[src/sv/lgs_pkg.sv]
// ----------------------------------------------------------------------------
// lgs_pkg
// Shared types and constants for the toroidal life grid block.
// ----------------------------------------------------------------------------
package lgs_pkg;

  localparam int MAX_ROWS_DEF = 64;
  localparam int MAX_COLS_DEF = 64;

  localparam int ROW_W     = 64;
  localparam int SEL_W     = 6;
  localparam int COLS_W    = 7;
  localparam int CFG_W     = 7;
  localparam int CFG_IDX_W = 2;
  localparam int NBR_W     = 4;

  localparam logic [CFG_W-1:0] GRID_DIM_RESET = 7'd64;

  localparam logic [NBR_W-1:0] BIRTH_COUNT   = 4'd3;
  localparam logic [NBR_W-1:0] SURVIVE_COUNT = 4'd2;

  localparam logic OP_WRITE = 1'b0;
  localparam logic OP_STEP  = 1'b1;

  localparam logic [CFG_IDX_W-1:0] REG_GRID_ROWS = 2'd0;
  localparam logic [CFG_IDX_W-1:0] REG_GRID_COLS = 2'd1;

  typedef struct packed {
    logic shift;
    logic run;
    logic wr;
  } lgs_cell_ctrl_t;

endpackage

[src/sv/lgs_rule.sv]
// ----------------------------------------------------------------------------
// lgs_rule
// B3/S23 update of one row from its upper, own and lower row words, with
// column wraparound at the columns in use.
// ----------------------------------------------------------------------------
module lgs_rule import lgs_pkg::*; #(
  parameter int W = MAX_COLS_DEF
) (
  input  logic [W-1:0]      up_row,
  input  logic [W-1:0]      mid_row,
  input  logic [W-1:0]      down_row,
  input  logic [W-1:0]      col_mask,
  input  logic [COLS_W-1:0] cols_used,
  output logic [W-1:0]      new_row
);

  logic [W-1:0]     up_m, mid_m, dn_m;
  logic [W-1:0]     wrap_sel;
  logic [W:0]       up_l, mid_l, dn_l;
  logic [W:0]       up_r, mid_r, dn_r;
  logic [W-1:0]     up_lc, mid_lc, dn_lc;
  logic [W-1:0]     up_rc, mid_rc, dn_rc;
  logic [NBR_W-1:0] nbr [W];

  always_comb begin
    up_m     = up_row & col_mask;
    mid_m    = mid_row & col_mask;
    dn_m     = down_row & col_mask;
    wrap_sel = W'(1) << (cols_used - COLS_W'(1));
    up_l     = {up_m, |(up_m & wrap_sel)};
    mid_l    = {mid_m, |(mid_m & wrap_sel)};
    dn_l     = {dn_m, |(dn_m & wrap_sel)};
    up_r     = {up_m[0], up_m};
    mid_r    = {mid_m[0], mid_m};
    dn_r     = {dn_m[0], dn_m};
    for (int c = 0; c < W; c++) begin
      up_lc[c]  = up_l[c];
      mid_lc[c] = mid_l[c];
      dn_lc[c]  = dn_l[c];
      up_rc[c]  = (COLS_W'(c + 1) == cols_used) ? up_m[0]  : up_r[c+1];
      mid_rc[c] = (COLS_W'(c + 1) == cols_used) ? mid_m[0] : mid_r[c+1];
      dn_rc[c]  = (COLS_W'(c + 1) == cols_used) ? dn_m[0]  : dn_r[c+1];
      nbr[c] = NBR_W'(up_lc[c]) + NBR_W'(up_m[c]) + NBR_W'(up_rc[c])
             + NBR_W'(mid_lc[c]) + NBR_W'(mid_rc[c])
             + NBR_W'(dn_lc[c]) + NBR_W'(dn_m[c]) + NBR_W'(dn_rc[c]);
      new_row[c] = col_mask[c]
                 & ((nbr[c] == BIRTH_COUNT) | (mid_m[c] & (nbr[c] == SURVIVE_COUNT)));
    end
  end

endmodule

[config.mk]
export PLATFORM = sky130hd
export DESIGN_NAME = lgs_rule
export DESIGN_NICKNAME = d
export VERILOG_FILES = /design/src/sv/lgs_pkg.sv /design/src/sv/lgs_rule.sv
export SDC_FILE = /design/constraint.sdc
export NUM_CORES = 1
export LEC_CHECK = 0
export ABC_CLOCK_PERIOD_IN_PS = 8600
export BUFFER_PORTS_ARGS = -buffer_cell sky130_fd_sc_hd__buf_2
export CAP_MARGIN = 10
export CORE_MARGIN = 4
export CORE_UTILIZATION = 59
export DETAILED_ROUTE_END_ITERATION = 10
export PLACE_DENSITY = 0.85
export RECOVER_POWER = 25
export SLEW_MARGIN = 0
export SYNTH_ARGS = -nofsm -noshare
export SYNTH_HDL_FRONTEND = slang
export SYNTH_SLANG_ARGS = --single-unit
[constraint.sdc]
create_clock -name vclk -period 8.6
set_clock_uncertainty 0.15 [all_clocks]
set_input_delay 1.72 -clock vclk [all_inputs]
set_output_delay 1.72 -clock vclk [all_outputs]
set_load 0.01 [all_outputs]
* Word-level counts from Yosys, hierarchy flattened
Index checks and enable logic that the tools add are counted.
** Word-level totals
- Word-level logic and storage cells :: 1031
- Bits in registers :: 0
** Operators by class
- Add/subtract/negate cells :: 449
- Eq/ne operators :: 191
- Bitwise operators :: 198
- Reduce and logical (&&, ||, !) cells :: 3
- Mux-type cells :: 189
- Shift-type cells :: 1
** Operator list (number)
- 4-bit by 1-bit adder with 4-bit output :: 256
- 4-bit by 2-bit equality test with 1-bit output, second input constant :: 128
- 64-bit AND :: 6
- 3-bit by 1-bit adder with 4-bit output :: 64
- 6-bit by 7-bit equality test with 1-bit output, first input constant :: 32
- 2-bit by 1-bit adder with 3-bit output :: 64
- 64-bit OR reduction :: 3
- 1-bit 2-to-1 mux :: 189
- 1-bit by 1-bit adder with 2-bit output :: 64
- 1-bit AND :: 128
- 5-bit by 7-bit equality test with 1-bit output, first input constant :: 16
- 1-bit OR :: 64
- 1-bit by 7-bit left shift with 64-bit output, first input constant :: 1
- 4-bit by 7-bit equality test with 1-bit output, first input constant :: 8
- 3-bit by 7-bit equality test with 1-bit output, first input constant :: 4
- 2-bit by 7-bit equality test with 1-bit output, first input constant :: 2
- 1-bit by 7-bit equality test with 1-bit output, first input constant :: 1
- 7-bit by 1-bit subtractor with 7-bit output, second input constant :: 1

* Longest topological paths before layout
- Word-level depth :: 15
- Depth in mapped cells :: 23

* Worst setup path before layout
OpenSTA, ideal clock, no wires.
- Path kind :: input -> output
- Start point :: input cols_used[1]
- End point :: output new_row[0]
- Data required time :: 6.730 ns
- Cell stages on the path :: 21
- Path slack :: 0.230 ns
- Arrival time :: 6.500 ns
- Cell sequence :: buf_4 > buf_6 > buf_2 > buf_2 > nor2_1 > ha_1 > clkbuf_1 > clkbuf_1 > nor3_1 > a32oi_1 > o211ai_1 > nor4_1 > and4_1 > fa_1 > fa_1 > fa_1 > inv_1 > ha_1 > fa_1 > o21ai_0 > o2111a_1
** On the way
- Word-level cells in the longest chain between the ends :: 15
** Ends and longest elaborated chain
- start, declared :: RTL line lgs_rule.sv:13 : input logic [COLS_W-1:0] cols_used,
- 7-bit by 1-bit subtractor with 7-bit output :: RTL line lgs_rule.sv:29 : wrap_sel = W'(1) << (cols_used - COLS_W'(1));
- 1-bit by 7-bit left shift with 64-bit output :: RTL line lgs_rule.sv:29
- 64-bit AND :: RTL line lgs_rule.sv:30 : up_l = {up_m, |(up_m & wrap_sel)};
- 64-bit OR reduction :: RTL line lgs_rule.sv:30
- 1-bit by 1-bit adder with 2-bit output :: RTL line lgs_rule.sv:43 : nbr[c] = NBR_W'(up_lc[c]) + NBR_W'(up_m[c]) + NBR_W'(up_rc[c])
- 2-bit by 1-bit adder with 3-bit output :: RTL line lgs_rule.sv:43
- 3-bit by 1-bit adder with 4-bit output :: RTL line lgs_rule.sv:44 : + NBR_W'(mid_lc[c]) + NBR_W'(mid_rc[c])
- 4-bit by 1-bit adder with 4-bit output :: RTL line lgs_rule.sv:44
- 4-bit by 1-bit adder with 4-bit output (2 in a row) :: RTL line lgs_rule.sv:45 : + NBR_W'(dn_lc[c]) + NBR_W'(dn_m[c]) + NBR_W'(dn_rc[c]);
- 4-bit by 1-bit adder with 4-bit output * :: RTL line lgs_rule.sv:45
- 4-bit by 2-bit equality test with 1-bit output :: RTL line lgs_rule.sv:47 : & ((nbr[c] == BIRTH_COUNT) | (mid_m[c] & (nbr[c] == SURVIVE_COUNT)));
- 1-bit AND :: RTL line lgs_rule.sv:47
- 1-bit OR * :: RTL line lgs_rule.sv:47
- 1-bit AND * :: RTL line lgs_rule.sv:47
- end, declared :: RTL line lgs_rule.sv:14 : output logic [W-1:0] new_row
Mark *: on every way between the ends. The rest lies on a longest branch, timed or not.

* Worst setup path after layout
Ends and elaborated chain as after synthesis.

==> impl_metrics.env <==
export IMPL_outcome="finished clean"
export IMPL_whs_path_depth=3
export IMPL_synthesis_area_mm2=0.0158
export IMPL_worst_setup_path_type="in -> out"
export IMPL_ctsResizeCount=0
export IMPL_clkbuf_count=0
export IMPL_cp_arrival_ns=6.47
export IMPL_dieHeight_um=172
export IMPL_coreArea_mm2=0.0262
export IMPL_n_sequential_cell=0
export IMPL_initial_core_util_pct=60.4
export IMPL_layout_nets=2920
export IMPL_syn_inst=1890
export IMPL_postRouteAntennaNets=0
export IMPL_synthToLayoutAreaGrowth_pct=13.3
export IMPL_whs_ns=3.63
export IMPL_seq_area_um2=0
export IMPL_fin_crit_ns=8.34
export IMPL_grt_usage_pct=39.1
export IMPL_globalRoute_totalOverflow=0
export IMPL_fmax_ghz=0.120
export IMPL_power_mw=1.41
export IMPL_layout_drive_gt1_share_pct=18.7
export IMPL_port_buffers=327
export IMPL_num_io_pins=327
export IMPL_grt_first_pass_wirelength_um=89800
export IMPL_cp_max_fo=22
export IMPL_fin_crit_sh_pct=96.9
export IMPL_antenna_found_initial=4
export IMPL_fin_ws_ns=0.265
export IMPL_synth_distinct_cells=81
export IMPL_vias=16300
export IMPL_via_per_inst=6.40
export IMPL_max_stage_delay_ns=0.55
export IMPL_yosys_warnings=0
export IMPL_post_cts_setup_buffers=0
export IMPL_die_w_um=172
export IMPL_slew_headroom_pct=6.81
export IMPL_worstPathCellList="buf_2 -> buf_4 -> or2b_1 -> nor3_1 -> a32oi_1 -> o211ai_1 -> nor4_1 -> and4_1 -> fa_1 -> fa_1 -> fa_1 -> inv_1 -> ha_1 -> fa_1 -> o21ai_0 -> o2111a_1 -> buf_2"
export IMPL_remaining_drc_errors=0
export IMPL_slew_viol_final=0
export IMPL_endpoint_kind="output port"
export IMPL_min_delay_path_class="in -> out"
export IMPL_synth_nets=2603
export IMPL_wl_um=59500
export IMPL_first_pass_iters=6
export IMPL_rsz0062_at_grt="no"
export IMPL_worst_path_max_delay_cell="fa_1"
export IMPL_avgSynthCellArea_um2=8.37
export IMPL_drt_iter0_drc=1606
export IMPL_grt_pass1_vias=16600
export IMPL_maxCapViolations=0
export IMPL_setup_viol=0
export IMPL_tightest_slew_ns=1.39
export IMPL_setup_tns_ns=0
export IMPL_dp_hpwl_um=51000
export IMPL_die_area_mm2=0.0295
export IMPL_post_drt_wl_per_cell_um=23.4
export IMPL_grt_max_degree=44
export IMPL_num_rows=59
export IMPL_worstSetupStartpointType="input port"
export IMPL_synth_yosys_seq_area_share_pct=0
export IMPL_place_ws_ns=0.132
export IMPL_p_per_area_mw_per_mm2=78.8
export IMPL_ir_worst_vdd_v=0.0000512
export IMPL_final_hold_viol_count=0
export IMPL_p_leak_nw=9.32
export IMPL_cp_required_ns=6.73
export IMPL_crit_top_cell="fa_1"
export IMPL_ctsHoldBuffers=0
export IMPL_place_gp_congestion=1.02
==> cell type report <==
class                      count  area (µm²)
multi-input combinational   1571       14500
timing repair buffer         378        2020
inverter                     256         961
antenna                        3        7.51
tap                          335         419
fill                        2202        8280
==> report_power, final <==
group	leakage (nW)	switching (mW)	internal [mW]
clock network	0.0000190	0	0.0000000467
logic	9.32	0.822	0.591
registers	0	0	0
total	9.32	0.822	0.591
==> metrics by stage <==
stage               cells  util, %  instance area (µm²)
finish               2543     68.4                17900
CTS                  2540     68.4                17900
global placement     2540     68.4                17900
global route         2542     68.4                17900
detailed placement   2540     68.4                17900
floorplan            1890        -                15800
==> worst max-delay path, delay by kind of cell <==
kind | cells | cell delay, ns
fa+ha+maj | 5 | 2.11
simple gates | 4 | 1.17
compound gates | 4 | 0.78
buf+inv | 4 | 0.67
==> placed cells by master, fill, tap and decap left out, drive strengths merged, types with 7 or more instances in the layout <==
cell	count
nand2	178
nand3b	12
nor3	19
fa	256
nand3	88
mux2	15
a211oi	17
nand4	8
a22oi	7
nand4b	7
nor4	13
o22ai	14
a21oi	133
a2111oi	9
nand2b	8
inv	254
buf	373
nor2	96
o2111a	65
ha	194
mux2i	78
and2	138
o21ai	131
==> path summary, 6_finish.rpt <==
check / from / to
worst max-delay path: cols_used[1] / new_row[0]
worst min-delay path: col_mask[10] / new_row[10]
==> metal layers <==
layer	routed length [µm]	track usage [%]
met5	12	0
met4	3050	15.9
met3	5950	5.36
met2	27400	64.6
met1	23100	51.9
==> cells in the mapped netlist (3+ instances only) <==
cell / n / share of area (%)
nand4b_1: 6 / 0.33
nand3_1: 88 / 2.8
or4bb_1: 3 / 0.21
nand2_1: 178 / 4.2
nor3_2: 3 / 0.19
o2111a_1: 65 / 4.6
mux2_2: 15 / 1.1
nor3b_1: 3 / 0.14
nor4bb_1: 3 / 0.19
ha_1: 194 / 15
a21oi_1: 132 / 4.2
fa_1: 256 / 32
a22o_1: 6 / 0.33
nor3_1: 16 / 0.51
nor4b_1: 5 / 0.28
inv_1: 254 / 6.0
a211oi_1: 17 / 0.81
o221ai_1: 4 / 0.22
a22oi_1: 7 / 0.33
nor4_1: 12 / 0.47
and4_1: 3 / 0.17
and2_1: 137 / 5.4
a2111oi_0: 7 / 0.39
a221oi_1: 3 / 0.17
buf_6: 6 / 0.43
nand2b_1: 8 / 0.32
and3_1: 4 / 0.16
clkbuf_1: 30 / 0.71
nor2_1: 94 / 2.2
buf_2: 17 / 0.54
buf_1: 3 / 0.071
a32oi_1: 6 / 0.33
buf_4: 4 / 0.19
nand4_1: 8 / 0.32
o2bb2ai_1: 4 / 0.22
mux2i_1: 77 / 4.9
o21ai_0: 130 / 4.1
nand3b_1: 12 / 0.57
o22ai_1: 14 / 0.55
==> logic make-up after synthesis <==
| kind of cell | count (synthesis) | share of synthesized area, % |
|---|---|---|
| and+or+nand+nor | 608 | 20.1 |
| AOI/OAI and AO/OA | 419 | 17.6 |
| buffers and inverters | 319 | 8.33 |
| muxes | 94 | 6.17 |
| adders and majority gates | 450 | 47.7 |
Note: power is estimated with default switching activity, not from simulation.
