### src/sv/lgs_pkg.sv
// ----------------------------------------------------------------------------
// lgs_pkg
// Shared types and constants for the toroidal life grid block.
// ----------------------------------------------------------------------------
package lgs_pkg;

  localparam int MAX_ROWS_DEF = 64;
  localparam int MAX_COLS_DEF = 64;

  localparam int ROW_W     = 64;
  localparam int SEL_W     = 6;
  localparam int COLS_W    = 7;
  localparam int CFG_W     = 7;
  localparam int CFG_IDX_W = 2;
  localparam int NBR_W     = 4;

  localparam logic [CFG_W-1:0] GRID_DIM_RESET = 7'd64;

  localparam logic [NBR_W-1:0] BIRTH_COUNT   = 4'd3;
  localparam logic [NBR_W-1:0] SURVIVE_COUNT = 4'd2;

  localparam logic OP_WRITE = 1'b0;
  localparam logic OP_STEP  = 1'b1;

  localparam logic [CFG_IDX_W-1:0] REG_GRID_ROWS = 2'd0;
  localparam logic [CFG_IDX_W-1:0] REG_GRID_COLS = 2'd1;

  typedef struct packed {
    logic shift;
    logic run;
    logic wr;
  } lgs_cell_ctrl_t;

endpackage

### src/sv/lgs_row_cell.sv
// ----------------------------------------------------------------------------
// lgs_row_cell
// One link of the row ring: holds one row word, takes a write addressed to
// it, and during a step takes its neighbor's word (or the head word, or the
// freshly computed row, when it is the tail of the rows in use).
// ----------------------------------------------------------------------------
module lgs_row_cell import lgs_pkg::*; #(
  parameter int W     = MAX_COLS_DEF,
  parameter int CW    = 7,
  parameter int INDEX = 0
) (
  input  logic             clk,
  input  logic             rst,
  input  lgs_cell_ctrl_t   ctrl,
  input  logic [CW-1:0]    rows_used,
  input  logic [SEL_W-1:0] wr_sel,
  input  logic [W-1:0]     wr_data,
  input  logic [W-1:0]     from_next,
  input  logic [W-1:0]     head,
  input  logic [W-1:0]     new_row,
  output logic [W-1:0]     word
);

  logic in_use;
  logic is_tail;
  logic wr_hit;

  assign in_use  = CW'(INDEX) < rows_used;
  assign is_tail = CW'(INDEX + 1) == rows_used;
  assign wr_hit  = ctrl.wr && (32'(wr_sel) == 32'(INDEX));

  always_ff @(posedge clk) begin
    if (rst) begin
      word <= '0;
    end else if (in_use) begin
      if (ctrl.shift) begin
        if (is_tail) begin
          word <= ctrl.run ? new_row : head;
        end else begin
          word <= from_next;
        end
      end else if (wr_hit) begin
        word <= wr_data;
      end
    end
  end

endmodule

### config.mk
export PLATFORM = sky130hd
export DESIGN_NAME = lgs_row_cell
export DESIGN_NICKNAME = d
export VERILOG_FILES = /design/src/sv/lgs_pkg.sv /design/src/sv/lgs_row_cell.sv
export SDC_FILE = /design/constraint.sdc
export NUM_CORES = 1
export LEC_CHECK = 0
export ABC_AREA = 1
export BUFFER_PORTS_ARGS = -buffer_cell sky130_fd_sc_hd__buf_4
export CAP_MARGIN = 20
export CORE_AREA = 2 2 132 134
export DETAILED_ROUTE_END_ITERATION = 8
export DIE_AREA = 0 0 134 136
export MAX_ROUTING_LAYER = met4
export PLACE_DENSITY = 0.66
export SYNTH_ARGS = -nofsm -noshare
export SYNTH_HDL_FRONTEND = slang
export SYNTH_SLANG_ARGS = --single-unit
### constraint.sdc
create_clock -name clk -period 1.3 [get_ports clk]
set_input_delay 0.195 -clock clk [delete_from_list [all_inputs] [get_ports clk]]
set_output_delay 0.195 -clock clk [all_outputs]
set_load 0.03 [all_outputs]
# Word level (Yosys, flattened, before mapping)
# Index checks and enable logic that the tools add are counted.
# W data, S select, Z words.
word_totals:
  elab_cells: 11
  n_memories: 0
  register_bits: 64
  inputBits: 274
  latchBits: 0
  ram_bits: 0
  mem_bits_ro: 0
  output_inout_bits: 64
classes:
  mul: 0
  n_bitwise: 0
  magnitude_cmp: 1
  reduce_logical: 4
  muxes: 4
  shifts: 0
  addsub: 0
  n_div: 0
  n_eq_ne: 1
ops:
  columns: ["cell", "count"]
  rows:
  - ["$mux W64", 4]
  - ["$eq A1 B7 Y1 const A", 1]
  - ["$lt A1 B7 Y1 const A", 1]
  - ["$logic_not A6 Y1", 1]
  - ["$reduce_and A2 Y1", 1]
  - ["$reduce_bool A2 Y1", 1]
  - ["$logic_and A1 B1 Y1", 1]

# Depth between registers and ports, before layout
# Gate-level depths: netlist (run 1).
logic_depth:
  depth_word: 4
  mapped_depth: 10
  ltp_nobuf: 8

# Worst setup path after synthesis (run 1)
# No wires, ideal clock.
synth_path:
  kind: "input to register"
  startpoint: "input wr_sel[5]"
  endpoint: "register word[10]"
  setup_slack_ns: 0.165
  path_buffers: 2
  cell_stages: 8
  t_required_ns: 1.189
  t_arrival_ns: 1.024
  cell_sequence: "nor2_1 -> nand2_1 -> o21ai_1 -> buf_4 -> buf_4 -> nand3_1 -> nor2_1 -> nor2_1"
synth_between:
  elab_chain_cells: 4
synth_rtl:
  columns: ["element", "line_no", "source"]
  rows:
  - ["from (decl)", "lgs_row_cell.sv:16", "input logic [SEL_W-1:0] wr_sel,"]
  - ["$logic_not A6 Y1", "lgs_row_cell.sv:30", "assign wr_hit = ctrl.wr && (32'(wr_sel) == 32'(INDEX));"]
  - ["$logic_and A1 B1 Y1", "lgs_row_cell.sv:30", null]
  - ["$reduce_bool A2 Y1 (no line)", null, null]
  - ["$reduce_and A2 Y1 (no line)", null, null]
  - ["to (signal assigned)", "lgs_row_cell.sv:38", "word <= ctrl.run ? new_row : head;"]
  - ["to (signal assigned)", "lgs_row_cell.sv:40", "word <= from_next;"]
  - ["to (signal assigned)", "lgs_row_cell.sv:43", "word <= wr_data;"]
  - ["to (decl)", "lgs_row_cell.sv:21", "output logic [W-1:0] word"]
# Every way passes these cells.
# A chain may end at the register's enable or synchronous reset.

# Worst setup path in the final report (run 1)
layout_path:
  startpoint: "register word[16]"
  endpoint: "output word[16]"
# No word-level cell between the ends.

==> metrics.md, run 1 <==
| Metric | Value |
|---|---|
| CTS Hold Buffers Added | `0` |
| Post-Synth Simple-Gate Area | `between 50% and 60%` |
| RSZ-0062 raised after global routing | `no` |
| Yosys reg bits | `64` |
| Layout area overhead | `53.5%` |
| Fin crit period | `1.10 ns` |
| Most frequent cells in the layout | `nor2_1 (389), buf_4 (352), nand2_1 (326), inv_1 (195), nand3_1 (128)` |
| Largest net degree at the start of global routing | `65` |
| Largest Register | `word` |
| Starting Density | `34.9%` |
| Max_cap viols | `0` |
| Worst reg2reg setup slack | `0.60 ns` |
| Pwr/cell area | `between 700 and 800 nW/um^2` |
| Status | `finished clean` |
| Post-synthesis mux area share | `0%` |
| Via count | `a little under 8000` |
| Synth cell types | `16` |
| Worst vdd ir | `0.000608 V` |
| Die ar. | `between 15000 and 20000 sq um` |
| Row Count | `48` |
| PortBufs | `337` |
| Worst path required time | `1.11 ns` |
| CP endpoint kind | `output pin` |
| CP Cell Sequence | `buf_4` |
| CTS Sinks | `64` |
| Core box area | `16900 sq um` |
| Seq pwr share | `about 31%` |
| Max reg flops | `64` |
| WS Path Type | `reg -> out` |
| Die span in y | `between 100 and 150 microns` |
| Synth Area in Compound Gates | `0.0851%` |
| Synth Area in Adders | `0%` |
| Gpl congestion | `between 0.8 and 0.9` |
| Fin. Hold Viols | `0` |
| Drt total wl | `roughly 23000 microns` |
| Cts repair resizes | `0` |
| Total number of yosys warnings | `0` |
| Remaining antenna violation count | `0` |
| Fmax | `roughly 900 MHz` |
| Worst slew margin | `77.9%` |
| Layout Utilization | `53.5%` |
| Mapped Cells | `1187` |
| CTS tree | `yes` |
| Clk buf depth | `2` |
| Initial antenna violation count | `0` |
| Clock root buffer | `clkbuf_16` |
| CP max stage delay | `0.38 ns` |
| Syn Area/Cell | `4.96 sq um` |
| Depth of the CTS H-tree | `3` |
| Worst Path Max Fanout | `2` |
| CP arrival | `0.90 ns` |
| Cell-internal power | `~5 mW` |
| Delay-heaviest family, CP | `flip-flops` |
| Post-synthesis xor/xnor area fraction | `0%` |
| DRC | `0` |
| Total GRT Usage | `25.3%` |
| DP Area | `8730 sq um` |
| Layout fillers | `1811` |
| Slowest CP cell | `dfxtp_1` |
| Number of global-route vias before repair | `7175` |
| Worst path bufs/invs | `1` |
| IO Pins | `~340` |
| Final Cycle Share | `a little over four fifths` |
| Mapped Nets | `1461` |
| Cell area after synthesis | `5880 sq um` |
| Clk pwr share | `34.7%` |
| NumNets Final | `1769` |
| Sw Ratio | `31.9%` |
| Worst skew pair latency | `about 0.34 ns` |
| DR iter-0 viols | `337` |
| Sw Pwr | `approximately 2.3 mW` |
| Cell leakage power | `between 5 and 6 nW` |
| Post-CTS Setup Repair Bufs | `0` |
| DR pass1 iterations | `7` |
| Commonest non-fill, non-tap cell in the layout | `nor2_1` |
| Detail Placement HPWL | `16900 microns` |
| Worst slew pin tran | `0.332 ns` |
| Layout cells sized above 1 | `between 20% and 30%` |
| Final Cell Area | `approximately 9000 sq um` |
| Wire per inst | `13.1 microns` |
| Slew Viols, Final | `0` |
| CTS buffer count | `9` |
| First-pass GRT wire length | `35300 microns` |
| CTS clk-pin slew, worst paths | `0.05 ns` |
| Final setup fails | `0` |
| Total grt overflow | `0` |
| TNS Setup | `0 ns` |
| Gate power share | `34.7%` |
| Die width | `134 microns` |
| Number of diodes | `0` |
| Biggest regs | `word x64` |
| Setup crit start kind | `register` |
| Layout Skew | `0 ns` |
| Seq/Total Area, Yosys | `21.8%` |
| Main combinational cell family by area after synthesis | `simple AND/OR/NAND/NOR gates` |
| Via-to-Cell Ratio | `around 4.5` |
| Worst hold path type | `in -> reg` |
power groups by stage:
| stage | Sequential, mW | Clock (mW) | Combinational [mW] |
|---|---|---|---|
| after global placement | 2.23 | 0 | 2.48 |
| after detailed placement | 2.24 | 0 | 2.49 |
| after global routing | 2.22 | 2.62 | 2.76 |
| after floorplan | 2.53 | 0 | 1.01 |
| after CTS | 2.20 | 2.54 | 2.50 |
| final | 2.20 | 2.49 | 2.49 |
Yosys cell counts:
library cell,number,area [sq um]
buf_2,34,170
buf_4,13,97.6
buf_6,13,146
clkbuf_1,13,48.8
dfxtp_1,64,1280
inv_1,196,736
inv_2,3,11.3
nand2_1,326,1220
nand2_2,1,6.26
nand3_1,129,646
nand3_2,1,10.0
nor2_1,390,1460
nor2_2,1,6.26
nor2_4,1,11.3
nor2_8,1,20.0
o21ai_1,1,5.00
logic make-up after synthesis:
kind of cell	after synthesis
compound gates	1
simple gates	850
flops	64
buf+inv	272
per-stage QoR:
step / instances / worst slack, ns / power, mW / hold WS (ns)
3_5_place_dp: 1709 / -0.142 / 4.73 / 0.506
5_1_grt: 1725 / 0.0873 / 7.60 / 0.190
4_1_cts: 1725 / 0.171 / 7.24 / 0.173
2_1_floorplan: 1187 / 0.165 / 3.54 / 0.383
3_3_place_gp: 1709 / -0.141 / 4.71 / 0.501
6_report: 1725 / 0.200 / 7.18 / 0.179
layer usage:
metal | up-vias | track usage (%) | wire length (microns)
li1 | 4047 | - | -
met1 | 3347 | 29.7 | 9480
met2 | 285 | 42.5 | 10700
met3 | 38 | 5.67 | 1760
met4 | 0 | 9.40 | 574
met5 | - | - | 0
layout make-up:
cell class	instances	area, sq um	share of cell area (%)
multi-input cells	851	3420	37.8
repair buffers	370	3000	33.3
flip-flops and latches	64	1280	14.2
inverters	199	747	8.27
well taps	225	282	3.12
clock buffers	13	260	2.88
clock inverters	3	40.0	0.443
final timing paths:
kind	from	endpoint	cells past startpoint
hold reg to reg	word[48]	word[48]	4
setup / recovery	word[16]	word[16]	1
hold / removal	wr_data[27]	word[27]	5
setup reg to reg	word[16]	word[16]	4
(Power assumes the default switching activity.)
==> run 2, diff against run 1 <==
==> constraint.sdc (replaced) <==
create_clock -name clk -period 1.1 [get_ports clk]
set_input_delay 0.165 -clock clk [delete_from_list [all_inputs] [get_ports clk]]
set_output_delay 0.165 -clock clk [all_outputs]
set_load 0.03 [all_outputs]
==> run 2 against run 1 <==
Net effect:
- sequential power grew 18%
- largest power group unchanged
- design area grew 6.2%
- critical endpoint is now word[42]
- sequential share of layout area shrank 0.83 points
==> metrics.md, run 2 (synthesis gave the netlist of run 1 again) <==
| Metric | Value |
|---|---|
| Status | `finished clean (unchanged)` |
| DR pass1 iterations | `5 (was 7)` |
| Fin. Hold Viols | `0 (unchanged)` |
| Core box area | `16900 sq um (unchanged)` |
| CTS Hold Buffers Added | `0 (unchanged)` |
| Pwr/cell area | `916 nW/um^2 (was 795 nW/um^2)` |
| Critical Path Source | `wr_sel[5] (was word[16])` |
| Via-to-Cell Ratio | `4.49 (was 4.47)` |
| Clk buf depth | `2 (unchanged)` |
| Initial antenna violation count | `0 (unchanged)` |
| Setup ws final | `0.00899 ns (was 0.200 ns)` |
| Sw Pwr | `2.80 mW (was 2.29 mW)` |
| Fmax | `917 MHz` |
| CTS Sinks | `64 (unchanged)` |
| Total power | `8.78 mW (was 7.18 mW)` |
| Wire per inst | `14.5 microns (was 13.1 microns)` |
| Final Cycle Share | `99.2%` |
| Row Count | `48 (unchanged)` |
| Layout cells sized above 1 | `29.8% (was 26.4%)` |
| Fin crit period | `~1.1 ns` |
| Cell-internal power | `5.98 mW (was 4.88 mW)` |
| FF-to-FF End | `word[58] (was word[16])` |
| Biggest regs | `word x64 (unchanged)` |
| Worst slew margin | `83.0% (was 77.9%)` |
| CP endpoint kind | `register (was output pin)` |
| RSZ-0062 raised after global routing | `yes (was no)` |
| Number of diodes | `0 (unchanged)` |
| Detail Placement HPWL | `17300 microns (was 16900 microns)` |
| Depth of the most critical reg-to-reg path | `4 (unchanged)` |
| DRC | `0 (unchanged)` |
| Final Cell Area | `9590 sq um (was 9030 sq um)` |
| Seq pwr share | `29.6% (was 30.6%)` |
| Largest net degree at the start of global routing | `56 (was 65)` |
| Largest Register | `word (unchanged)` |
| IO Pins | `338 (unchanged)` |
| CTS tree | `yes (unchanged)` |
| Remaining antenna violation count | `0 (unchanged)` |
| DR iter-0 viols | `423 (was 337)` |
| CTS clk-pin slew, worst paths | `0.05 ns (about the same)` |
| Die width | `134 microns (unchanged)` |
| Worst reg2reg setup slack | `0.39 ns (was 0.60 ns)` |
| DP Area | `8770 sq um (was 8730 sq um)` |
| Total grt overflow | `0 (unchanged)` |
| Worst Path Max Fanout | `14 (was 2)` |
| Clock root buffer | `clkbuf_16 (unchanged)` |
| Number of global-route vias before repair | `6796 (was 7175)` |
| First-pass GRT wire length | `34000 microns (was 35300 microns)` |
| Total GRT Usage | `24.5% (was 25.3%)` |
| Starting Density | `34.9% (unchanged)` |
| Die span in y | `136 microns (unchanged)` |
| Gpl congestion | `0.960 (was 0.900)` |
| Max_cap viols | `0 (unchanged)` |
| Worst skew pair latency | `0.33 ns (was 0.34 ns)` |
| Worst vdd ir | `0.000697 V (was 0.000608 V)` |
| CP arrival | `1.32 ns (was 0.90 ns)` |
| NumNets Final | `1797 (was 1769)` |
| Die ar. | `18200 sq um (unchanged)` |
| Gate power share | `36.6% (was 34.7%)` |
| Most frequent cells in the layout | `nor2_1 (387), buf_4 (359), nand2_1 (299), inv_1 (194), nand3_1 (128) (was nor2_1 (389), buf_4 (352), nand2_1 (326), inv_1 (195), nand3_1 (128))` |
| Layout area overhead | `63.0% (was 53.5%)` |
| Layout Skew | `0 ns (unchanged)` |
| Clk pwr share | `33.7% (was 34.7%)` |
| Sw Ratio | `31.9% (about the same)` |
| CTS buffer count | `9 (unchanged)` |
| Reg-to-Reg Start | `word[58] (was word[16])` |
| Min Hold Slack | `0.153 ns (was 0.179 ns)` |
| Layout fillers | `1743 (was 1811)` |
| Via count | `7868 (was 7717)` |
| Cell leakage power | `5.71 nW (was 5.46 nW)` |
| Final setup fails | `0 (unchanged)` |
| Worst path required time | `1.33 ns (was 1.11 ns)` |
| Commonest non-fill, non-tap cell in the layout | `nor2_1 (unchanged)` |
| CP endpoint | `word[42] (was word[16])` |
| WS Path Type | `in -> reg (was reg -> out)` |
| Worst hold path type | `in -> reg (unchanged)` |
| Setup WS pre-CTS | `-0.328 ns (was -0.142 ns)` |
| PortBufs | `337 (unchanged)` |
| Max reg flops | `64 (unchanged)` |
| Worst slew pin tran | `0.254 ns (was 0.332 ns)` |
| Drt total wl | `25300 microns (was 22500 microns)` |
| Setup crit start kind | `primary input (was register)` |
| Depth of the CTS H-tree | `3 (unchanged)` |
| Slew Viols, Final | `0 (unchanged)` |
-- run 2: cell count changes in the layout (fill, tap and decap cells not counted), moves of 7 or more --
cell	previous run	this run
nand2_1	326	299
nand2_2	1	25
buf_6	0	10
clkbuf_16	9	19
buf_4	352	359
-- run 2: power by group through the flow --
stage,combinational [mW],clock (mW),sequential (mW)
2_1_floorplan,1.19,0,2.99
3_3_place_gp,2.95,0,2.65
3_5_place_dp,2.97,0,2.65
4_1_cts,2.98,3.02,2.60
5_1_grt,3.51,3.12,2.62
6_report,3.22,2.96,2.60
-- run 2: layer usage --
layer | track usage, % | vias up | part of all wire (%)
met2 | 40.5 | 327 | 47
li1 | - | 4116 | -
met3 | 4.85 | 43 | 8.1
met5 | - | - | 0
met1 | 29.2 | 3382 | 42
met4 | 9.93 | 0 | 2.7
-- run 2: what timing repair did --
| item | 4_1_cts | 5_1_grt |
|---|---|---|
| setup endpoints to repair | 0 | 64 |
| setup buffers | 0 | 2 |
| endpoints found under the hold margin | 0 | 0 |
| gates resized for setup | 0 | 55 |
-- run 2: stage by stage --
stage	TNS [ns]	cells	util (%)
2_1_floorplan	0	1187	-
3_3_place_gp	-18.84	1720	52.0
3_5_place_dp	-19.05	1720	52.0
4_1_cts	0	1735	53.8
5_1_grt	-1.39	1752	56.8
6_report	0	1752	56.8
-- run 2: worst min-delay path by stage --
stage,start,to,slack (ns),depth (start not counted)
floorplan,rst,word[47],0.35,3
global placement,wr_data[4],word[4],0.49,5
detailed placement,wr_data[48],word[48],0.50,5
CTS,wr_data[47],word[47],0.15,5
global route,wr_data[2],word[2],0.17,5
finish,wr_data[48],word[48],0.15,5
-- run 2: area by class of cell --
class / count / area, sq um / area share [%]
multi-input combinational: 852 / 3560 / 37.1
timing repair buffer: 397 / 3410 / 35.6
sequential: 64 / 1280 / 13.4
inverter: 199 / 752 / 7.84
tap: 225 / 282 / 2.94
clock buffer: 12 / 267 / 2.78
clock inverter: 3 / 40.0 / 0.417
-- run 2: critical path, stage by stage --
cell       delay, ns
buf_4           0.11
nor2_1          0.13
nand2_2         0.09
o21ai_4         0.18
buf_4           0.19
clkbuf_16       0.19
nand3_1         0.08
nor2_1          0.13
nor2_1          0.05
==> run 3, diff against run 2 <==
--- a/config.mk
+++ b/config.mk
@@ -6,7 +6,7 @@
 export NUM_CORES = 1
 export LEC_CHECK = 0
 export ABC_AREA = 1
-export BUFFER_PORTS_ARGS = -buffer_cell sky130_fd_sc_hd__buf_4
+export BUFFER_PORTS_ARGS = -buffer_cell sky130_fd_sc_hd__buf_2
 export CAP_MARGIN = 20
 export CORE_AREA = 2 2 132 134
 export DETAILED_ROUTE_END_ITERATION = 8
==> run 3 against run 2 <==
Net effect:
- register-to-register slack gained 0.05 ns
- count of clock-buffer cells in the layout shrank 1
- critical path type unchanged
- highest routed layer unchanged
- core utilization shrank 3.0 points
- critical endpoint is now word[15]
==> metrics.md, run 3 (synthesis gave the netlist of run 1 again) <==
| Metric | Value |
|---|---|
| Drt total wl | `25200 microns (was 25300 microns)` |
| DR pass1 iterations | `8 (was 5)` |
| Pwr/cell area | `985 nW/um^2 (was 916 nW/um^2)` |
| PortBufs | `337 (unchanged)` |
| Wire per inst | `14.4 microns (was 14.5 microns)` |
| Layout Utilization | `53.8% (was 56.8%)` |
| Starting Density | `34.9% (unchanged)` |
| Non-Filler Instances | `1758 (was 1752)` |
| Die width | `134 microns (unchanged)` |
| Final Cycle Share | `99.5% (was 99.2%)` |
| Layout area overhead | `54.4% (was 63.0%)` |
| Die ar. | `18200 sq um (unchanged)` |
| Final setup fails | `0 (unchanged)` |
| DR iter-0 viols | `525 (was 423)` |
| Total power | `8.95 mW (was 8.78 mW)` |
| Die span in y | `136 microns (unchanged)` |
| Depth of the CTS H-tree | `3 (unchanged)` |
| Number of global-route vias before repair | `7057 (was 6796)` |
| Most frequent cells in the layout | `nor2_1 (377), buf_2 (331), nand2_1 (320), inv_1 (194), nand3_1 (122) (was nor2_1 (387), buf_4 (359), nand2_1 (299), inv_1 (194), nand3_1 (128))` |
| Number of diodes | `0 (unchanged)` |
| CP arrival | `1.36 ns (was 1.32 ns)` |
| Row Count | `48 (unchanged)` |
| Worst slew pin tran | `0.241 ns (was 0.254 ns)` |
| TNS Setup | `0 ns (unchanged)` |
| Setup crit start kind | `primary input (unchanged)` |
| Fin crit period | `1.09 ns (about the same)` |
| First-pass GRT wire length | `34300 microns (was 34000 microns)` |
| CTS Hold Buffers Added | `0 (unchanged)` |
| Cell leakage power | `5.57 nW (was 5.71 nW)` |
| Worst Path Max Fanout | `8 (was 14)` |
| Layout Skew | `0 ns (unchanged)` |
| Via count | `8064 (was 7868)` |
| Gpl congestion | `0.936 (was 0.960)` |
| Largest net degree at the start of global routing | `38 (was 56)` |
| Slew Viols, Final | `0 (unchanged)` |
| IO Pins | `338 (unchanged)` |
| Worst skew pair latency | `0.33 ns (about the same)` |
| Worst hold path type | `in -> reg (unchanged)` |
| CTS tree | `yes (unchanged)` |
| NumNets Final | `1802 (was 1797)` |
| Layout cells sized above 1 | `29.7% (was 29.8%)` |
| Remaining antenna violation count | `0 (unchanged)` |
| WS Path Type | `in -> reg (unchanged)` |
| Initial antenna violation count | `0 (unchanged)` |
| Clock root buffer | `clkbuf_16 (unchanged)` |
| Fin. Hold Viols | `0 (unchanged)` |
| Total GRT Usage | `24.3% (was 24.5%)` |
| Status | `finished clean (unchanged)` |
| Cells after DPL | `1718 (was 1720)` |
| CTS buffer count | `9 (unchanged)` |
| Clk buf depth | `2 (unchanged)` |
| Worst slew margin | `83.9% (was 83.0%)` |
| Worst path required time | `1.37 ns (was 1.33 ns)` |
| Biggest regs | `word x64 (unchanged)` |
| Largest Register | `word (unchanged)` |
| CTS Sinks | `64 (unchanged)` |
| Detail Placement HPWL | `16900 microns (was 17300 microns)` |
| Commonest non-fill, non-tap cell in the layout | `nor2_1 (unchanged)` |
| CTS clk-pin slew, worst paths | `0.06 ns (was 0.05 ns)` |
| Via-to-Cell Ratio | `4.59 (was 4.49)` |
| Worst vdd ir | `0.000705 V (was 0.000697 V)` |
| Total grt overflow | `0 (unchanged)` |
| CP endpoint kind | `register (unchanged)` |
| Max reg flops | `64 (unchanged)` |
| Max_cap viols | `0 (unchanged)` |
| DRC | `0 (unchanged)` |
| Fmax | `914 MHz (was 917 MHz)` |
| Core box area | `16900 sq um (unchanged)` |
run 3: cell count changes in the layout (fill, tap and decap cells not counted), moves of 6 or more:
cell       previous run  this run
nor2_1              387       377
nand2_1             299       320
nand3_1             128       122
nand3_2               0         6
buf_12               17        25
buf_2                 0       331
nor2_2                1        11
clkbuf_16            19        25
nand2_2              25         6
buf_4               359        18
run 3: per-layer routing:
metal  track usage, %  vias up  routed length (microns)
met5                -        -                        0
met1             30.0     3476                    10900
met3             3.36       42                     2160
met4             8.69        0                      560
li1                 -     4124                        -
met2             40.7      422                    11600
run 3: worst max-delay path, cell delays in order:
cell       delay, ns
buf_2           0.12
nor2_4          0.15
nand3_4         0.13
nor2_8          0.15
buf_12          0.15
clkbuf_16       0.17
nor2_1          0.05
nor2_1          0.13
nor2_1          0.06
nor2_1          0.09
run 3: repair_timing:
item | CTS | global route
setup buffers | 0 | 5
endpoints found under the setup margin | 0 | 65
resized for setup | 0 | 51
run 3: path summary, 6_finish.rpt:
path | cells after the start | to | slack, ns | from
worst min register to register | 4 | word[53] | 0.51 | word[53]
worst max-delay path | 10 | word[15] | 0.006 | rows_used[2]
worst max register to register | 4 | word[52] | 0.44 | word[52]
worst min-delay path | 5 | word[41] | 0.15 | wr_data[41]
run 3: per-stage QoR:
| step | instance area (sq um) | worst slack (ns) | hold slack [ns] |
|---|---|---|---|
| after floorplan | 5890 | 0.0164 | 0.353 |
| after global placement | 8010 | -0.342 | 0.490 |
| after detailed placement | 8010 | -0.338 | 0.497 |
| after CTS | 8360 | 0.0156 | 0.142 |
| after global routing | 9090 | -0.0332 | 0.177 |
| final | 9090 | 0.00561 | 0.154 |
run 3: area by class of cell:
type | count | area, sq um
repair buffers | 403 | 2890
fillers | 1769 | 7790
clock inverters | 5 | 103
well taps | 225 | 282
clock buffers | 11 | 253
inverters | 199 | 747
flip-flops and latches | 64 | 1280
multi-input cells | 851 | 3530
run 3: report_power, final:
| part | switching, mW | leakage, nW | total, mW | internal, mW |
|---|---|---|---|---|
| combinational | 1.68 | 4.87 | 2.91 | 1.23 |
| sequential | 0.0877 | 0.532 | 2.59 | 2.50 |
| clock | 1.12 | 0.172 | 3.45 | 2.33 |
| total | 2.88 | 5.57 | 8.95 | 6.07 |
